$ cat src/hdl/keyed_match_table_with_wildcards_assert.svh
// Assertion macros for the keyed match table.
`ifndef KEYED_MATCH_TABLE_WITH_WILDCARDS_ASSERT_SVH
`define KEYED_MATCH_TABLE_WITH_WILDCARDS_ASSERT_SVH

// Same-cycle implication, checked out of reset.
`define KMT_ASSERT_IMP(label, clk_s, rstn_s, ante, cons, msg) \
  label: assert property (@(posedge clk_s) disable iff (!rstn_s) (ante) |-> (cons)) \
    else $error(msg);

// Next-cycle implication, checked out of reset.
`define KMT_ASSERT_NXT(label, clk_s, rstn_s, ante, cons, msg) \
  label: assert property (@(posedge clk_s) disable iff (!rstn_s) (ante) |=> (cons)) \
    else $error(msg);

`endif

$ cat src/hdl/kmt_pkg.sv
// Shared types and codes for the keyed match table.
package kmt_pkg;

  localparam int HASH_W      = 32;
  localparam int SLOT_W      = 6;
  localparam int ACTION_W    = 3;
  localparam int STATUS_W    = 3;
  localparam int CLASS_W     = 2;
  localparam int COUNT_OUT_W = 7;

  // Action codes on the input item
  localparam logic [ACTION_W-1:0] ACT_ADD      = 3'd0;
  localparam logic [ACTION_W-1:0] ACT_RM_KEY   = 3'd1;
  localparam logic [ACTION_W-1:0] ACT_RM_IDX   = 3'd2;
  localparam logic [ACTION_W-1:0] ACT_CLASSIFY = 3'd3;
  localparam logic [ACTION_W-1:0] ACT_MEMBER   = 3'd4;
  localparam logic [ACTION_W-1:0] ACT_READ     = 3'd5;

  // Status codes on the result item
  localparam logic [STATUS_W-1:0] ST_DONE  = 3'd0;
  localparam logic [STATUS_W-1:0] ST_FULL  = 3'd1;
  localparam logic [STATUS_W-1:0] ST_BLANK = 3'd2;
  localparam logic [STATUS_W-1:0] ST_DUP   = 3'd3;
  localparam logic [STATUS_W-1:0] ST_NONE  = 3'd4;

  // Classify results
  localparam logic [CLASS_W-1:0] MC_NONE  = 2'd0;
  localparam logic [CLASS_W-1:0] MC_GROUP = 2'd1;
  localparam logic [CLASS_W-1:0] MC_EXACT = 2'd2;

  typedef struct packed {
    logic [ACTION_W-1:0] action;
    logic [HASH_W-1:0]   name_hash;
    logic [HASH_W-1:0]   group_hash;
    logic                name_blank;
    logic                group_blank;
    logic                players_only;
    logic [SLOT_W-1:0]   slot;
  } in_t;

  typedef struct packed {
    logic [STATUS_W-1:0]    status;
    logic [CLASS_W-1:0]     match_class;
    logic                   is_member;
    logic [COUNT_OUT_W-1:0] entry_count;
    logic [HASH_W-1:0]      read_name_hash;
    logic [HASH_W-1:0]      read_group_hash;
    logic                   read_name_blank;
  } out_t;

  // One stored table entry
  typedef struct packed {
    logic [HASH_W-1:0] name_hash;
    logic [HASH_W-1:0] group_hash;
    logic              name_blank;
  } entry_t;

  // Decoded operation handed from front to back
  typedef enum logic [2:0] {
    OP_ADD,
    OP_RM_KEY,
    OP_RM_IDX,
    OP_CLASSIFY,
    OP_MEMBER,
    OP_READ,
    OP_NOP
  } op_t;

  typedef struct packed {
    op_t               op;
    logic [HASH_W-1:0] name_hash;
    logic [HASH_W-1:0] group_hash;
    logic              name_blank;
    logic              blank_key;
    logic              players_only;
    logic [SLOT_W-1:0] slot;
  } cmd_t;

  // Queue handshake between front and back
  typedef struct packed {
    logic valid;
    cmd_t cmd;
  } q_head_t;

  typedef enum logic [2:0] {
    BS_IDLE,
    BS_SCAN,
    BS_SHIFT,
    BS_MOD,
    BS_RDDATA,
    BS_DONE
  } back_state_t;

endpackage

$ cat src/hdl/keyed_match_table_with_wildcards.sv
// Top level of the keyed match table: front decoder, command queue, back sequencer.
// Add, remove by key, classify and membership scan the held entries; remove by index
// and a remove by key that hits then shift the entries above the slot down; read
// reduces the slot modulo the entry count by subtraction and reads that entry.
// Throughput: one item at a time in the back sequencer; the front queues two more items.
// Reset clears the entry count and all handshake state; table contents are not cleared.
`include "keyed_match_table_with_wildcards_assert.svh"
module keyed_match_table_with_wildcards #(
  parameter int TABLE_DEPTH = 64
) (
  input  logic          clk,
  input  logic          rst_n,
  input  logic          in_valid,
  output logic          in_ready,
  input  kmt_pkg::in_t  in_data,
  output logic          out_valid,
  input  logic          out_ready,
  output kmt_pkg::out_t out_data
);

  kmt_pkg::q_head_t q_head;
  logic             q_pop;

  kmt_front u_front (
    .clk      (clk),
    .rst_n    (rst_n),
    .in_valid (in_valid),
    .in_ready (in_ready),
    .in_data  (in_data),
    .q_head   (q_head),
    .q_pop    (q_pop)
  );

  kmt_back #(
    .TABLE_DEPTH (TABLE_DEPTH)
  ) u_back (
    .clk       (clk),
    .rst_n     (rst_n),
    .q_head    (q_head),
    .q_pop     (q_pop),
    .out_valid (out_valid),
    .out_ready (out_ready),
    .out_data  (out_data)
  );

  // Sequencer never pops an empty queue
  `KMT_ASSERT_IMP(a_pop_nonempty, clk, rst_n, q_pop, q_head.valid, "pop from empty queue")

  // An accepted item is in the queue on the next cycle
  `KMT_ASSERT_NXT(a_push_visible, clk, rst_n, in_valid && in_ready, q_head.valid, "item lost")

  // Failed actions carry no classify or membership result
  `KMT_ASSERT_IMP(a_fail_clean, clk, rst_n, out_valid && (out_data.status != kmt_pkg::ST_DONE),
                  (out_data.match_class == kmt_pkg::MC_NONE) && !out_data.is_member,
                  "result fields set on failed action")

endmodule

$ cat src/hdl/kmt_ram.sv
// Generic single-write, single-read RAM with registered read data.
module kmt_ram #(
  parameter int WIDTH = 65,
  parameter int DEPTH = 64
) (
  input  logic                     clk,
  input  logic                     we,
  input  logic [$clog2(DEPTH)-1:0] waddr,
  input  logic [WIDTH-1:0]         wdata,
  input  logic                     re,
  input  logic [$clog2(DEPTH)-1:0] raddr,
  output logic [WIDTH-1:0]         rdata
);

  logic [WIDTH-1:0] mem [DEPTH];
  logic [WIDTH-1:0] rdata_r;

  always_ff @(posedge clk) begin
    if (we) begin
      mem[waddr] <= wdata;
    end
    if (re) begin
      rdata_r <= mem[raddr];
    end
  end

  assign rdata = rdata_r;

endmodule

$ cat src/hdl/kmt_front.sv
// Front end: accepts items, decodes the action and queues commands.
module kmt_front (
  input  logic            clk,
  input  logic            rst_n,
  input  logic            in_valid,
  output logic            in_ready,
  input  kmt_pkg::in_t    in_data,
  output kmt_pkg::q_head_t q_head,
  input  logic            q_pop
);

  localparam int QD  = 2;
  localparam int QAW = $clog2(QD);
  localparam int QCW = $clog2(QD + 1);

  kmt_pkg::cmd_t  q_r [QD];
  logic [QAW-1:0] wptr_r, wptr_nxt;
  logic [QAW-1:0] rptr_r, rptr_nxt;
  logic [QCW-1:0] cnt_r, cnt_nxt;
  kmt_pkg::cmd_t  dec_cmd;
  logic           push;

  // Action decode
  always_comb begin
    dec_cmd.name_hash    = in_data.name_hash;
    dec_cmd.group_hash   = in_data.group_hash;
    dec_cmd.name_blank   = in_data.name_blank;
    dec_cmd.blank_key    = in_data.name_blank & in_data.group_blank;
    dec_cmd.players_only = in_data.players_only;
    dec_cmd.slot         = in_data.slot;
    unique case (in_data.action)
      kmt_pkg::ACT_ADD:      dec_cmd.op = kmt_pkg::OP_ADD;
      kmt_pkg::ACT_RM_KEY:   dec_cmd.op = kmt_pkg::OP_RM_KEY;
      kmt_pkg::ACT_RM_IDX:   dec_cmd.op = kmt_pkg::OP_RM_IDX;
      kmt_pkg::ACT_CLASSIFY: dec_cmd.op = kmt_pkg::OP_CLASSIFY;
      kmt_pkg::ACT_MEMBER:   dec_cmd.op = kmt_pkg::OP_MEMBER;
      kmt_pkg::ACT_READ:     dec_cmd.op = kmt_pkg::OP_READ;
      default:               dec_cmd.op = kmt_pkg::OP_NOP;
    endcase
  end

  // Queue pointers and fill
  assign in_ready = (cnt_r != QCW'(QD));
  assign push     = in_valid & in_ready;

  always_comb begin
    wptr_nxt = push ? wptr_r + QAW'(1) : wptr_r;
    rptr_nxt = q_pop ? rptr_r + QAW'(1) : rptr_r;
    cnt_nxt  = cnt_r + QCW'(push) - QCW'(q_pop);
  end

  always_ff @(posedge clk) begin
    if (!rst_n) begin
      wptr_r <= '0;
      rptr_r <= '0;
      cnt_r  <= '0;
    end else begin
      wptr_r <= wptr_nxt;
      rptr_r <= rptr_nxt;
      cnt_r  <= cnt_nxt;
    end
  end

  // Queue storage
  always_ff @(posedge clk) begin
    if (push) begin
      q_r[wptr_r] <= dec_cmd;
    end
  end

  assign q_head.valid = (cnt_r != '0);
  assign q_head.cmd   = q_r[rptr_r];

endmodule

$ cat src/hdl/kmt_back.sv
// Back end: sequencer that scans, shifts and reads the table, plus result register.
module kmt_back #(
  parameter int TABLE_DEPTH = 64
) (
  input  logic             clk,
  input  logic             rst_n,
  input  kmt_pkg::q_head_t q_head,
  output logic             q_pop,
  output logic             out_valid,
  input  logic             out_ready,
  output kmt_pkg::out_t    out_data
);

  localparam int AW = $clog2(TABLE_DEPTH);
  localparam int CW = $clog2(TABLE_DEPTH + 1);
  localparam int XW = (CW > kmt_pkg::SLOT_W) ? CW : kmt_pkg::SLOT_W;
  localparam int EW = (CW > kmt_pkg::COUNT_OUT_W) ? CW : kmt_pkg::COUNT_OUT_W;

  kmt_pkg::back_state_t state_r, state_nxt;
  kmt_pkg::cmd_t        cmd_r, cmd_nxt;
  kmt_pkg::out_t        res_r, res_nxt;
  kmt_pkg::out_t        out_r, out_nxt;
  logic                 out_valid_r, out_valid_nxt;
  logic [CW-1:0]        count_r, count_nxt;
  logic [CW-1:0]        idx_r, idx_nxt;
  logic [CW-1:0]        pidx_r, pidx_nxt;
  logic                 pend_r, pend_nxt;
  logic [XW-1:0]        rem_r, rem_nxt;

  logic                 ram_we, ram_re;
  logic [AW-1:0]        ram_waddr, ram_raddr;
  kmt_pkg::entry_t      ram_wdata, ram_rdata;

  kmt_pkg::cmd_t        qc;
  logic                 gh_eq, nh_eq, scan_hit, walk_end, issue_ok;
  logic                 add_full, slot_in_range, rem_ge, out_free, out_load;
  logic [CW-1:0]        hole_addr;
  logic [EW-1:0]        cnt_ext;

  kmt_ram #(
    .WIDTH ($bits(kmt_pkg::entry_t)),
    .DEPTH (TABLE_DEPTH)
  ) u_ram (
    .clk   (clk),
    .we    (ram_we),
    .waddr (ram_waddr),
    .wdata (ram_wdata),
    .re    (ram_re),
    .raddr (ram_raddr),
    .rdata (ram_rdata)
  );

  // Compare the entry returned by the RAM against the current key
  assign qc            = q_head.cmd;
  assign gh_eq         = (ram_rdata.group_hash == cmd_r.group_hash);
  assign nh_eq         = (ram_rdata.name_hash == cmd_r.name_hash);
  assign issue_ok      = (idx_r < count_r);
  assign walk_end      = !pend_r && !issue_ok;
  assign add_full      = (count_r == CW'(TABLE_DEPTH));
  assign slot_in_range = (XW'(qc.slot) < XW'(count_r));
  assign rem_ge        = (rem_r >= XW'(count_r));
  assign out_free      = !out_valid_r || out_ready;
  assign hole_addr     = pidx_r - CW'(1);
  assign cnt_ext       = EW'(count_r);

  // Per-operation hit condition on a returned entry
  always_comb begin
    case (cmd_r.op) inside
      kmt_pkg::OP_ADD,
      kmt_pkg::OP_RM_KEY:   scan_hit = pend_r && gh_eq && nh_eq;
      kmt_pkg::OP_CLASSIFY: scan_hit = pend_r && gh_eq && !ram_rdata.name_blank && nh_eq;
      kmt_pkg::OP_MEMBER:   scan_hit = pend_r && gh_eq &&
                                       ((!cmd_r.players_only && ram_rdata.name_blank) || nh_eq);
      default:              scan_hit = 1'b0;
    endcase
  end

  // Next state
  always_comb begin
    state_nxt = state_r;
    unique case (state_r)
      kmt_pkg::BS_IDLE: begin
        if (q_head.valid) begin
          case (qc.op) inside
            kmt_pkg::OP_ADD:
              state_nxt = (add_full || qc.blank_key) ? kmt_pkg::BS_DONE : kmt_pkg::BS_SCAN;
            kmt_pkg::OP_RM_KEY, kmt_pkg::OP_CLASSIFY, kmt_pkg::OP_MEMBER:
              state_nxt = kmt_pkg::BS_SCAN;
            kmt_pkg::OP_RM_IDX:
              state_nxt = slot_in_range ? kmt_pkg::BS_SHIFT : kmt_pkg::BS_DONE;
            kmt_pkg::OP_READ:
              state_nxt = (count_r == '0) ? kmt_pkg::BS_DONE : kmt_pkg::BS_MOD;
            default:
              state_nxt = kmt_pkg::BS_DONE;
          endcase
        end
      end
      kmt_pkg::BS_SCAN: begin
        if (scan_hit) begin
          state_nxt = (cmd_r.op == kmt_pkg::OP_RM_KEY) ? kmt_pkg::BS_SHIFT : kmt_pkg::BS_DONE;
        end else if (walk_end) begin
          state_nxt = kmt_pkg::BS_DONE;
        end
      end
      kmt_pkg::BS_SHIFT: begin
        if (walk_end) begin
          state_nxt = kmt_pkg::BS_DONE;
        end
      end
      kmt_pkg::BS_MOD: begin
        if (!rem_ge) begin
          state_nxt = kmt_pkg::BS_RDDATA;
        end
      end
      kmt_pkg::BS_RDDATA: state_nxt = kmt_pkg::BS_DONE;
      kmt_pkg::BS_DONE: begin
        if (out_free) begin
          state_nxt = kmt_pkg::BS_IDLE;
        end
      end
      default: state_nxt = kmt_pkg::BS_IDLE;
    endcase
  end

  // Datapath, RAM controls and queue pop
  always_comb begin
    cmd_nxt   = cmd_r;
    res_nxt   = res_r;
    count_nxt = count_r;
    idx_nxt   = idx_r;
    pidx_nxt  = pidx_r;
    pend_nxt  = pend_r;
    rem_nxt   = rem_r;
    q_pop     = 1'b0;
    ram_we    = 1'b0;
    ram_re    = 1'b0;
    ram_waddr = '0;
    ram_raddr = '0;
    ram_wdata = ram_rdata;
    out_load  = 1'b0;
    unique case (state_r)
      kmt_pkg::BS_IDLE: begin
        if (q_head.valid) begin
          q_pop          = 1'b1;
          cmd_nxt        = qc;
          res_nxt        = '0;
          res_nxt.status = kmt_pkg::ST_DONE;
          idx_nxt        = '0;
          pend_nxt       = 1'b0;
          case (qc.op)
            kmt_pkg::OP_ADD: begin
              if (add_full) begin
                res_nxt.status = kmt_pkg::ST_FULL;
              end else if (qc.blank_key) begin
                res_nxt.status = kmt_pkg::ST_BLANK;
              end
            end
            kmt_pkg::OP_RM_IDX: begin
              if (slot_in_range) begin
                idx_nxt  = CW'(qc.slot) + CW'(1);
                pidx_nxt = CW'(qc.slot);
              end else begin
                res_nxt.status = kmt_pkg::ST_NONE;
              end
            end
            kmt_pkg::OP_READ: begin
              if (count_r == '0) begin
                res_nxt.status = kmt_pkg::ST_NONE;
              end else begin
                rem_nxt = XW'(qc.slot);
              end
            end
            default: ;
          endcase
        end
      end
      kmt_pkg::BS_SCAN: begin
        // one read issued per cycle, compared the cycle after
        if (issue_ok && !scan_hit) begin
          ram_re    = 1'b1;
          ram_raddr = idx_r[AW-1:0];
          idx_nxt   = idx_r + CW'(1);
          pidx_nxt  = idx_r;
          pend_nxt  = 1'b1;
        end else begin
          pend_nxt = 1'b0;
        end
        if (pend_r && cmd_r.op == kmt_pkg::OP_CLASSIFY && gh_eq && ram_rdata.name_blank) begin
          res_nxt.match_class = kmt_pkg::MC_GROUP;
        end
        if (scan_hit) begin
          case (cmd_r.op)
            kmt_pkg::OP_ADD:      res_nxt.status = kmt_pkg::ST_DUP;
            kmt_pkg::OP_RM_KEY: begin
              idx_nxt  = pidx_r + CW'(1);
              pidx_nxt = pidx_r;
              pend_nxt = 1'b0;
            end
            kmt_pkg::OP_CLASSIFY: res_nxt.match_class = kmt_pkg::MC_EXACT;
            kmt_pkg::OP_MEMBER:   res_nxt.is_member = 1'b1;
            default: ;
          endcase
        end else if (walk_end) begin
          case (cmd_r.op)
            kmt_pkg::OP_ADD: begin
              ram_we               = 1'b1;
              ram_waddr            = count_r[AW-1:0];
              ram_wdata.name_hash  = cmd_r.name_hash;
              ram_wdata.group_hash = cmd_r.group_hash;
              ram_wdata.name_blank = cmd_r.name_blank;
              count_nxt            = count_r + CW'(1);
            end
            kmt_pkg::OP_RM_KEY: res_nxt.status = kmt_pkg::ST_NONE;
            default: ;
          endcase
        end
      end
      kmt_pkg::BS_SHIFT: begin
        // entry read from slot j is written back to slot j-1
        if (pend_r) begin
          ram_we    = 1'b1;
          ram_waddr = hole_addr[AW-1:0];
          ram_wdata = ram_rdata;
        end
        if (issue_ok) begin
          ram_re    = 1'b1;
          ram_raddr = idx_r[AW-1:0];
          idx_nxt   = idx_r + CW'(1);
          pidx_nxt  = idx_r;
          pend_nxt  = 1'b1;
        end else begin
          pend_nxt = 1'b0;
        end
        if (walk_end) begin
          count_nxt = count_r - CW'(1);
        end
      end
      kmt_pkg::BS_MOD: begin
        // slot modulo count by repeated subtraction
        if (rem_ge) begin
          rem_nxt = rem_r - XW'(count_r);
        end else begin
          ram_re    = 1'b1;
          ram_raddr = rem_r[AW-1:0];
        end
      end
      kmt_pkg::BS_RDDATA: begin
        res_nxt.read_name_hash  = ram_rdata.name_hash;
        res_nxt.read_group_hash = ram_rdata.group_hash;
        res_nxt.read_name_blank = ram_rdata.name_blank;
      end
      kmt_pkg::BS_DONE: begin
        out_load = out_free;
      end
      default: ;
    endcase
  end

  // Result register
  always_comb begin
    out_valid_nxt = out_load | (out_valid_r & !out_ready);
    out_nxt       = out_r;
    if (out_load) begin
      out_nxt             = res_r;
      out_nxt.entry_count = cnt_ext[kmt_pkg::COUNT_OUT_W-1:0];
    end
  end

  // Control registers
  always_ff @(posedge clk) begin
    if (!rst_n) begin
      state_r     <= kmt_pkg::BS_IDLE;
      count_r     <= '0;
      pend_r      <= 1'b0;
      out_valid_r <= 1'b0;
    end else begin
      state_r     <= state_nxt;
      count_r     <= count_nxt;
      pend_r      <= pend_nxt;
      out_valid_r <= out_valid_nxt;
    end
  end

  // Payload registers
  always_ff @(posedge clk) begin
    cmd_r  <= cmd_nxt;
    res_r  <= res_nxt;
    idx_r  <= idx_nxt;
    pidx_r <= pidx_nxt;
    rem_r  <= rem_nxt;
    out_r  <= out_nxt;
  end

  assign out_valid = out_valid_r;
  assign out_data  = out_r;

endmodule

$ cat config.mk
export PLATFORM = sky130hd
export DESIGN_NAME = keyed_match_table_with_wildcards
export DESIGN_NICKNAME = d
export VERILOG_FILES = /design/src/hdl/kmt_pkg.sv /design/src/hdl/keyed_match_table_with_wildcards.sv /design/src/hdl/kmt_ram.sv /design/src/hdl/kmt_front.sv /design/src/hdl/kmt_back.sv
export VERILOG_INCLUDE_DIRS = /design/src /design/src/hdl
export SDC_FILE = /design/constraint.sdc
export NUM_CORES = 2
export LEC_CHECK = 0
export BUFFER_PORTS_ARGS = -buffer_cell sky130_fd_sc_hd__clkbuf_2
export CAP_MARGIN = 15
export CORE_MARGIN = 2
export CORE_UTILIZATION = 40
export CTS_CLUSTER_DIAMETER = 150
export DETAILED_ROUTE_END_ITERATION = 10
export SLEW_MARGIN = 5
export SYNTH_ARGS = -nofsm -noshare
export SYNTH_HDL_FRONTEND = slang
export SYNTH_HIERARCHICAL = 1
export SYNTH_MEMORY_MAX_BITS = 65536
export SYNTH_SLANG_ARGS = --single-unit
export TNS_END_PERCENT = 10
$ cat constraint.sdc
create_clock -name clk -period 9.4 [get_ports clk]
set_clock_uncertainty 0.15 [all_clocks]
set_input_delay 2.35 -clock clk [delete_from_list [all_inputs] [get_ports clk]]
set_output_delay 2.35 -clock clk [all_outputs]
set_load 0.01 [all_outputs]
# Yosys cells after proc, flatten, opt, wreduce, memory -nomap -nowiden
# Memories as Yosys holds them, arrays and structs flattened. A register that Yosys moved wholly into a read port is not among the register bits.
# Index checks and enable logic that the tools add are counted.
# W data, S select, Z words.
[op_classes]
eq_ne = 41
reduce_logical = 45
mux = 95
add_sub_neg = 11
n_lt_le_gt_ge = 3
bitwise_logic = 4
[ops]
columns = ["op", "count"]
rows = [
  ["$mux W65", 4],
  ["$mux W7", 22],
  ["$pmux W65 S2", 1],
  ["$mux W78", 1],
  ["$eq A32 B32 Y1", 2],
  ["$mux W3", 21],
  ["$mux W6", 7],
  ["$pmux W7 S3", 2],
  ["$pmux W3 S6", 2],
  ["$pmux W7 S2", 2],
  ["$pmux W6 S2", 2],
  ["$mux W1", 23],
  ["$ne A2 B1 Y1 const B", 11],
  ["$add A7 B1 Y7 const B", 3],
  ["$eq A3 B2 Y1 const B", 7],
  ["$eq A3 B3 Y1 const B", 7],
  ["$pmux W6 S3", 1],
  ["$reduce_and A5 Y1", 3],
  ["$eq A3 B1 Y1 const B", 4],
  ["$logic_not A3 Y1", 4],
  ["$logic_and A1 B1 Y1", 11],
  ["$ne A2 B2 Y1 const B", 5],
  ["$reduce_bool A2 Y1", 5],
  ["$pmux W3 S3", 1],
  ["other kinds (28)", 48],
]
[totals]
regBits = 255
ram_bits = 4312
inputBits = 80
memories = 2
out_inout_bits = 80
[mem_list]
columns = ["memory", "words", "width", "read_ports", "rd_clocked_by_memory_dff", "wr", "line", "text"]
rows = [
  ["u_back.u_ram.mem", 64, 65, 1, 1, 1, "kmt_ram.sv:15", "logic [WIDTH-1:0] mem [DEPTH];"],
  ["u_front.q_r", 2, 76, 1, 1, 1, "kmt_front.sv:16", "kmt_pkg::cmd_t q_r [QD];"],
]

# Logic depth before layout (Yosys ltp)
[logic_depth]
depth_word = 13
depth_mapped = 18
ltp_nobuf = 14

# Cells and area by module
# Netlist, hierarchy kept.
[by_module_without_submodules]
columns = ["mod", "instances", "cells_each", "area_each_um2", "seq_area_each_um2"]
rows = [
  ["kmt_ram", 1, 6610, 158975.0, 126871.7],
  ["kmt_back", 1, 848, 11781.3, 7417.1],
  ["kmt_front", 1, 268, 5925.7, 4664.5],
]

# Worst setup path before layout
# OpenSTA, ideal clock, no wires.
[synth_path]
kind = "reg2reg"
start = "reg u_back.count_r[1], in the netlist u_back/cnt_ext[1]"
end = "mem u_back.u_ram.mem[57][0], enable pin"
path_slack_ns = 1.801
required_time_ns = 8.683
setup_time_ns = 0.567
arrival_time_ns = 6.882
path_stages_with_launch = 12
path_cell_list = "dfxtp_1 -> inv_1 -> ha_1 -> a21o_1 -> a21oi_1 -> o21ai_1 -> nand3_1 -> buf_2 -> o22ai_1 -> and3_1 -> nand3_1 -> nor3_1"
[synth_between]
elab_cells_between_ends = 12
classes_between = "1 x order compare; 9 x mux; 2 x reduce/logical"
[synth_lines]
columns = ["element", "line", "text"]
rows = [
  ["from (decl)", "kmt_back.sv:24", "logic [CW-1:0] count_r, count_nxt;"],
  ["from (signal assigned)", "kmt_back.sv:278", "count_r <= count_nxt;"],
  ["$lt A7 B7 Y1", "kmt_back.sv:57", "assign issue_ok = (idx_r < count_r);"],
  ["$logic_not A1 Y1", "kmt_back.sv:58", "assign walk_end = !pend_r && !issue_ok;"],
  ["$logic_and A1 B1 Y1", "kmt_back.sv:58", ""],
  ["$mux W6", "kmt_back.sv:203", "end else if (walk_end) begin"],
  ["$mux W6", "kmt_back.sv:191", "if (scan_hit) begin"],
  ["$pmux W6 S2", "kmt_back.sv:141", "unique case (state_r)"],
  ["net u_back.ram_waddr[5]", "kmt_back.sv:31", "logic [AW-1:0] ram_waddr, ram_raddr;"],
  ["to (decl)", "kmt_ram.sv:15", ""],
]
# The timed path passes the listed nets, and every way through them passes these cells.

# Worst setup path in the final report
[layout_path]
start = "reg u_back.u_ram.rdata_r[18], in the netlist u_back/u_ram/rdata[18], read port of u_back.u_ram.mem"
end = "reg u_back.u_ram.rdata_r[53], in the netlist u_back/u_ram/rdata[53], read port of u_back.u_ram.mem, data pin"
[layout_between]
elab_chain_cells = 10
elab_cells_between_ends = 15
classes_between = "1 x eq/ne; 7 x mux; 7 x reduce/logical"
[layout_rtl]
columns = ["element", "line", "text"]
rows = [
  ["from (decl)", "kmt_ram.sv:16", "logic [WIDTH-1:0] rdata_r;"],
  ["$eq A32 B32 Y1 *", "kmt_back.sv:55", "assign gh_eq = (ram_rdata.group_hash == cmd_r.group_hash);"],
  ["$logic_and A1 B1 Y1 *", "kmt_back.sv:70, kmt_back.sv:71, kmt_back.sv:72", ""],
  ["$logic_and A1 B1 Y1, on equally long branches", "kmt_back.sv:72, kmt_back.sv:71", ""],
  ["$mux W1 / $logic_and A1 B1 Y1 (equally long branches)", "kmt_back.sv:68, kmt_back.sv:71", ""],
  ["$mux W1", "kmt_back.sv:68", "case (cmd_r.op) inside"],
  ["$mux W1 *", "kmt_back.sv:68", ""],
  ["$logic_not A1 Y1 *", "kmt_back.sv:179", "if (issue_ok && !scan_hit) begin"],
  ["$logic_and A1 B1 Y1 *", "kmt_back.sv:179", ""],
  ["$mux W6 *", "kmt_back.sv:179", ""],
  ["$pmux W6 S3 *", "kmt_back.sv:141", ""],
  ["net u_back.ram_raddr[0]", "kmt_back.sv:31", ""],
]
# The timed path passes the listed nets; every way through them passes the cells marked *.
# A chain may end at the register's enable or synchronous reset.

==> qor.yml <==
grt:
  grt_pass1_wl_microns: 734000
  grt_pass1_vias: 87700
  track_usage: 0.238
  antenna_found_initial: 27
  grt_max_degree: 124
  overflow: 0
synth:
  synthTopCellsByArea: "edfxtp_1 (78%), mux4_2 (13%), a22oi_1 (1.1%)"
  synth_top_family_by_area: "multiplexers"
  synth_edf_count: 4616
  synth-xor-area-share: 0.00476
  synth-seq-area-share: 0.786
  avgSynthCellArea_sq_um: 22.9
  syn-num-nets: 7837
  synthAdderAreaFrac: 0.00228
  yosysTopAreaCellShare: 0.785
  netlist_area_sq_um: 177000
  synth_cell_types: 79
  synthSimpleGateAreaFrac: 0.0166
  postSynth.asyncResetShare: 0
  synth-compound-area-share: 0.0287
  yosysTopAreaCell: "edfxtp_1"
  ys_ff_latch: 4633
  ys_warn_count: 6
  synthFlopType: "edfxtp_1"
  muxShareOfSynthArea: 0.149
  synth_cells: 7726
floorplanning:
  die_w_microns: 669
  initial_core_util: 0.401
  ios: 160
  die_y_microns: 669
  core_area_sq_um: 441000
  dieArea_sq_um: 447000
  rows: 244
clock_network:
  htreeDepth: 5
  cts_max_path_buffers: 4
  worstSkewPairLatency_ns: 1.02
  clock_sinks: 4633
  cts-root-buf: "clkbuf_16"
  numCtsBuffers: 444
  ctsResizeCount: 0
  ctsHoldBuffers: 0
  clk_pin_slew_ns: 0.06
  cts_post_setup_buffers_inserted: 0
  cts_tree: "built"
timing:
  drv_slew: 0
  max_freq_mhz: 144
  hold_viol_final: 0
  fin_tns_setup_ns: 0
  fin_crit_sh: 0.741
  tightestPinTransition_ns: 1.24
  period_needed_ns: 6.97
  setup_viol: 0
  relSlewSlack: 0.171
  rsz0062_at_grt: "false"
routing:
  drtPass1Iterations: 6
  wl_per_cell_microns: 37.2
  routed-via-count: 89900
  first_iter_violations: 15100
  ant_nets: 0
  finalWirelength_microns: 540000
  drc: 0
  avgViaCountPerCell: 6.19
place:
  dp.cells: 13700
  place_congestion: 0.836
  placed_area_sq_um: 186000
  io_buffers: 159
  dp_hpwl_microns: 295000
pwr:
  p_total_w: 0.0515
  power_density_nw_per_um2: 255
  p_leak_nw: 60.9
  peakVddDrop_mv: 0.177
final_layout:
  fillers: 36300
  design_area_sq_um: 202000
  layout-drive-gt1-share: 0.282
  layout_commonest_cell: "edfxtp_1"
  area_delta_synth_final_pct: 14.1
  mostFrequentLayoutCells: "edfxtp_1 (4,616), mux4_2 (1,040), clkbuf_16 (453)"
  nNetsFinal: 8350
  fin_cells: 14500
worst_setup_path:
  critPathLaunchType: "register"
  critPathSlowestCell: "nor3_2"
  rr_worst_depth: 14
  crit_chain: "xor2_1 -> nor4_1 -> nand3_1 -> nor3_2 -> o211a_4 -> nor2_4 -> ha_1 -> a32oi_1 -> nand2_4 -> buf_12 -> or3_1 -> o22ai_1 -> a211oi_1 -> o211a_1"
  reg2reg_to: "u_back/u_ram/rdata[53]"
  arrival_ns: 7.56
  cp_num_buf_inv: 1
  end_kind: "register"
  cp_max_fo: 47
  critPathRequiredTime_ns: 9.99
  crit_type: "reg2reg"
  slowest_delay_ns: 0.94
  crit_family: "simple AND/OR/NAND/NOR gates"
  timing.rr.start: "u_back/u_ram/rdata[18]"
  r2r_slack_ns: 2.43
worst_hold_path:
  min_from: "u_back/res_r[19]"
  hold_end: "u_back/out_data[19]"
  min_path_type: "reg2reg"
  holdPathStages: 0
status:
  outcome: "completed"
run:
  drv_cap: 0
how the worst max path moves through the flow:
stage / start / end / slack [ns] / cells past startpoint
after floorplan: u_back/cnt_ext[1] / u_back/u_ram/mem[57][0] / 1.80 / 11
after global placement: u_back/u_ram/rdata[18] / u_back/u_ram/rdata[19] / 2.45 / 15
after detailed placement: u_back/u_ram/rdata[18] / u_back/u_ram/rdata[19] / 2.54 / 15
after CTS: u_back/u_ram/rdata[18] / u_back/u_ram/rdata[19] / 2.48 / 15
after global routing: u_back/u_ram/rdata[18] / u_back/u_ram/rdata[9] / 2.39 / 15
final: u_back/u_ram/rdata[18] / u_back/u_ram/rdata[53] / 2.43 / 14
metal layers:
layer / share of wire / global-route usage / vias to the layer above
met5: 0.000028 / 0 / -
met4: 0.043 / 0.0828 / 2
met3: 0.11 / 0.0392 / 972
met2: 0.47 / 0.374 / 5802
met1: 0.38 / 0.337 / 49100
li1: - / - / 34100
kinds of logic after synthesis:
kind of cell	count (synthesis)
flops	4633
mux	1296
compound gates	679
simple gates	560
buf+inv	431
xor+xnor	96
fa+ha+maj	31
cell usage after synthesis, types with 20 or more instances:
library cell	number
mux4_2	1040
buf_2	196
a211oi_1	66
o221ai_1	46
buf_4	50
nand3_1	139
nor2_1	136
inv_1	20
ha_1	29
nand2_1	58
mux2i_1	108
a21oi_1	24
o21ai_0	27
o211a_1	65
mux2_2	104
nand3b_1	28
mux2_4	40
clkbuf_1	138
nor4_1	23
xor2_1	77
o22ai_1	139
and2_1	78
a22oi_1	262
edfxtp_1	4616
nand2b_1	22
metrics by stage:
stage | hold WS [ns] | util | setup WS, ns
3_3_place_gp | 0.252 | 0.422 | 2.45
3_5_place_dp | 0.255 | 0.423 | 2.54
5_1_grt | 0.248 | 0.457 | 2.39
6_report | 0.235 | 0.457 | 2.43
4_1_cts | 0.226 | 0.456 | 2.48
2_1_floorplan | 0.250 | - | 1.80
worst reg2reg max path: stages (launching register included):
cell and delay (ns):
edfxtp_1 0.82, xor2_1 0.27, nor4_1 0.41, nand3_1 0.15
nor3_2 0.94, o211a_4 0.38, nor2_4 0.09, ha_1 0.19
a32oi_1 0.27, nand2_4 0.59, buf_12 0.61, or3_1 0.88
o22ai_1 0.56, a211oi_1 0.14, o211a_1 0.27
final cells by class:
class / instances / area (sq um) / area share
multi-input combinational: 2662 / 36200 / 0.180
antenna: 7 / 17.5 / 0.0000869
clock buffer: 537 / 11700 / 0.0579
sequential: 4633 / 139000 / 0.689
timing repair buffer: 477 / 4560 / 0.0226
inverter: 21 / 83.8 / 0.000416
tap: 5904 / 7390 / 0.0366
clock inverter: 278 / 2780 / 0.0138
flip-flops by register name, summed over array words and instances, names as in the netlist, 2 cells and up, named ones only:
signal              count
u_back/state_r          3
u_front/cnt_r           2
u_back/res_r           71
u_front/q_r           152
u_back/pidx_r           7
u_back/cnt_ext          7
u_back/idx_r            7
u_back/cmd_r           69
u_back/out_data        78
u_back/u_ram/rdata     65
u_back/rem_r            7
u_back/u_ram/mem     4160
power by group:
group	internal [W]	switching (W)
Combinational	0.00267	0.00533
Clock	0.0101	0.00778
Sequential	0.0251	0.000532
Total	0.0378	0.0136
Note: power is estimated with default switching activity, not from simulation.
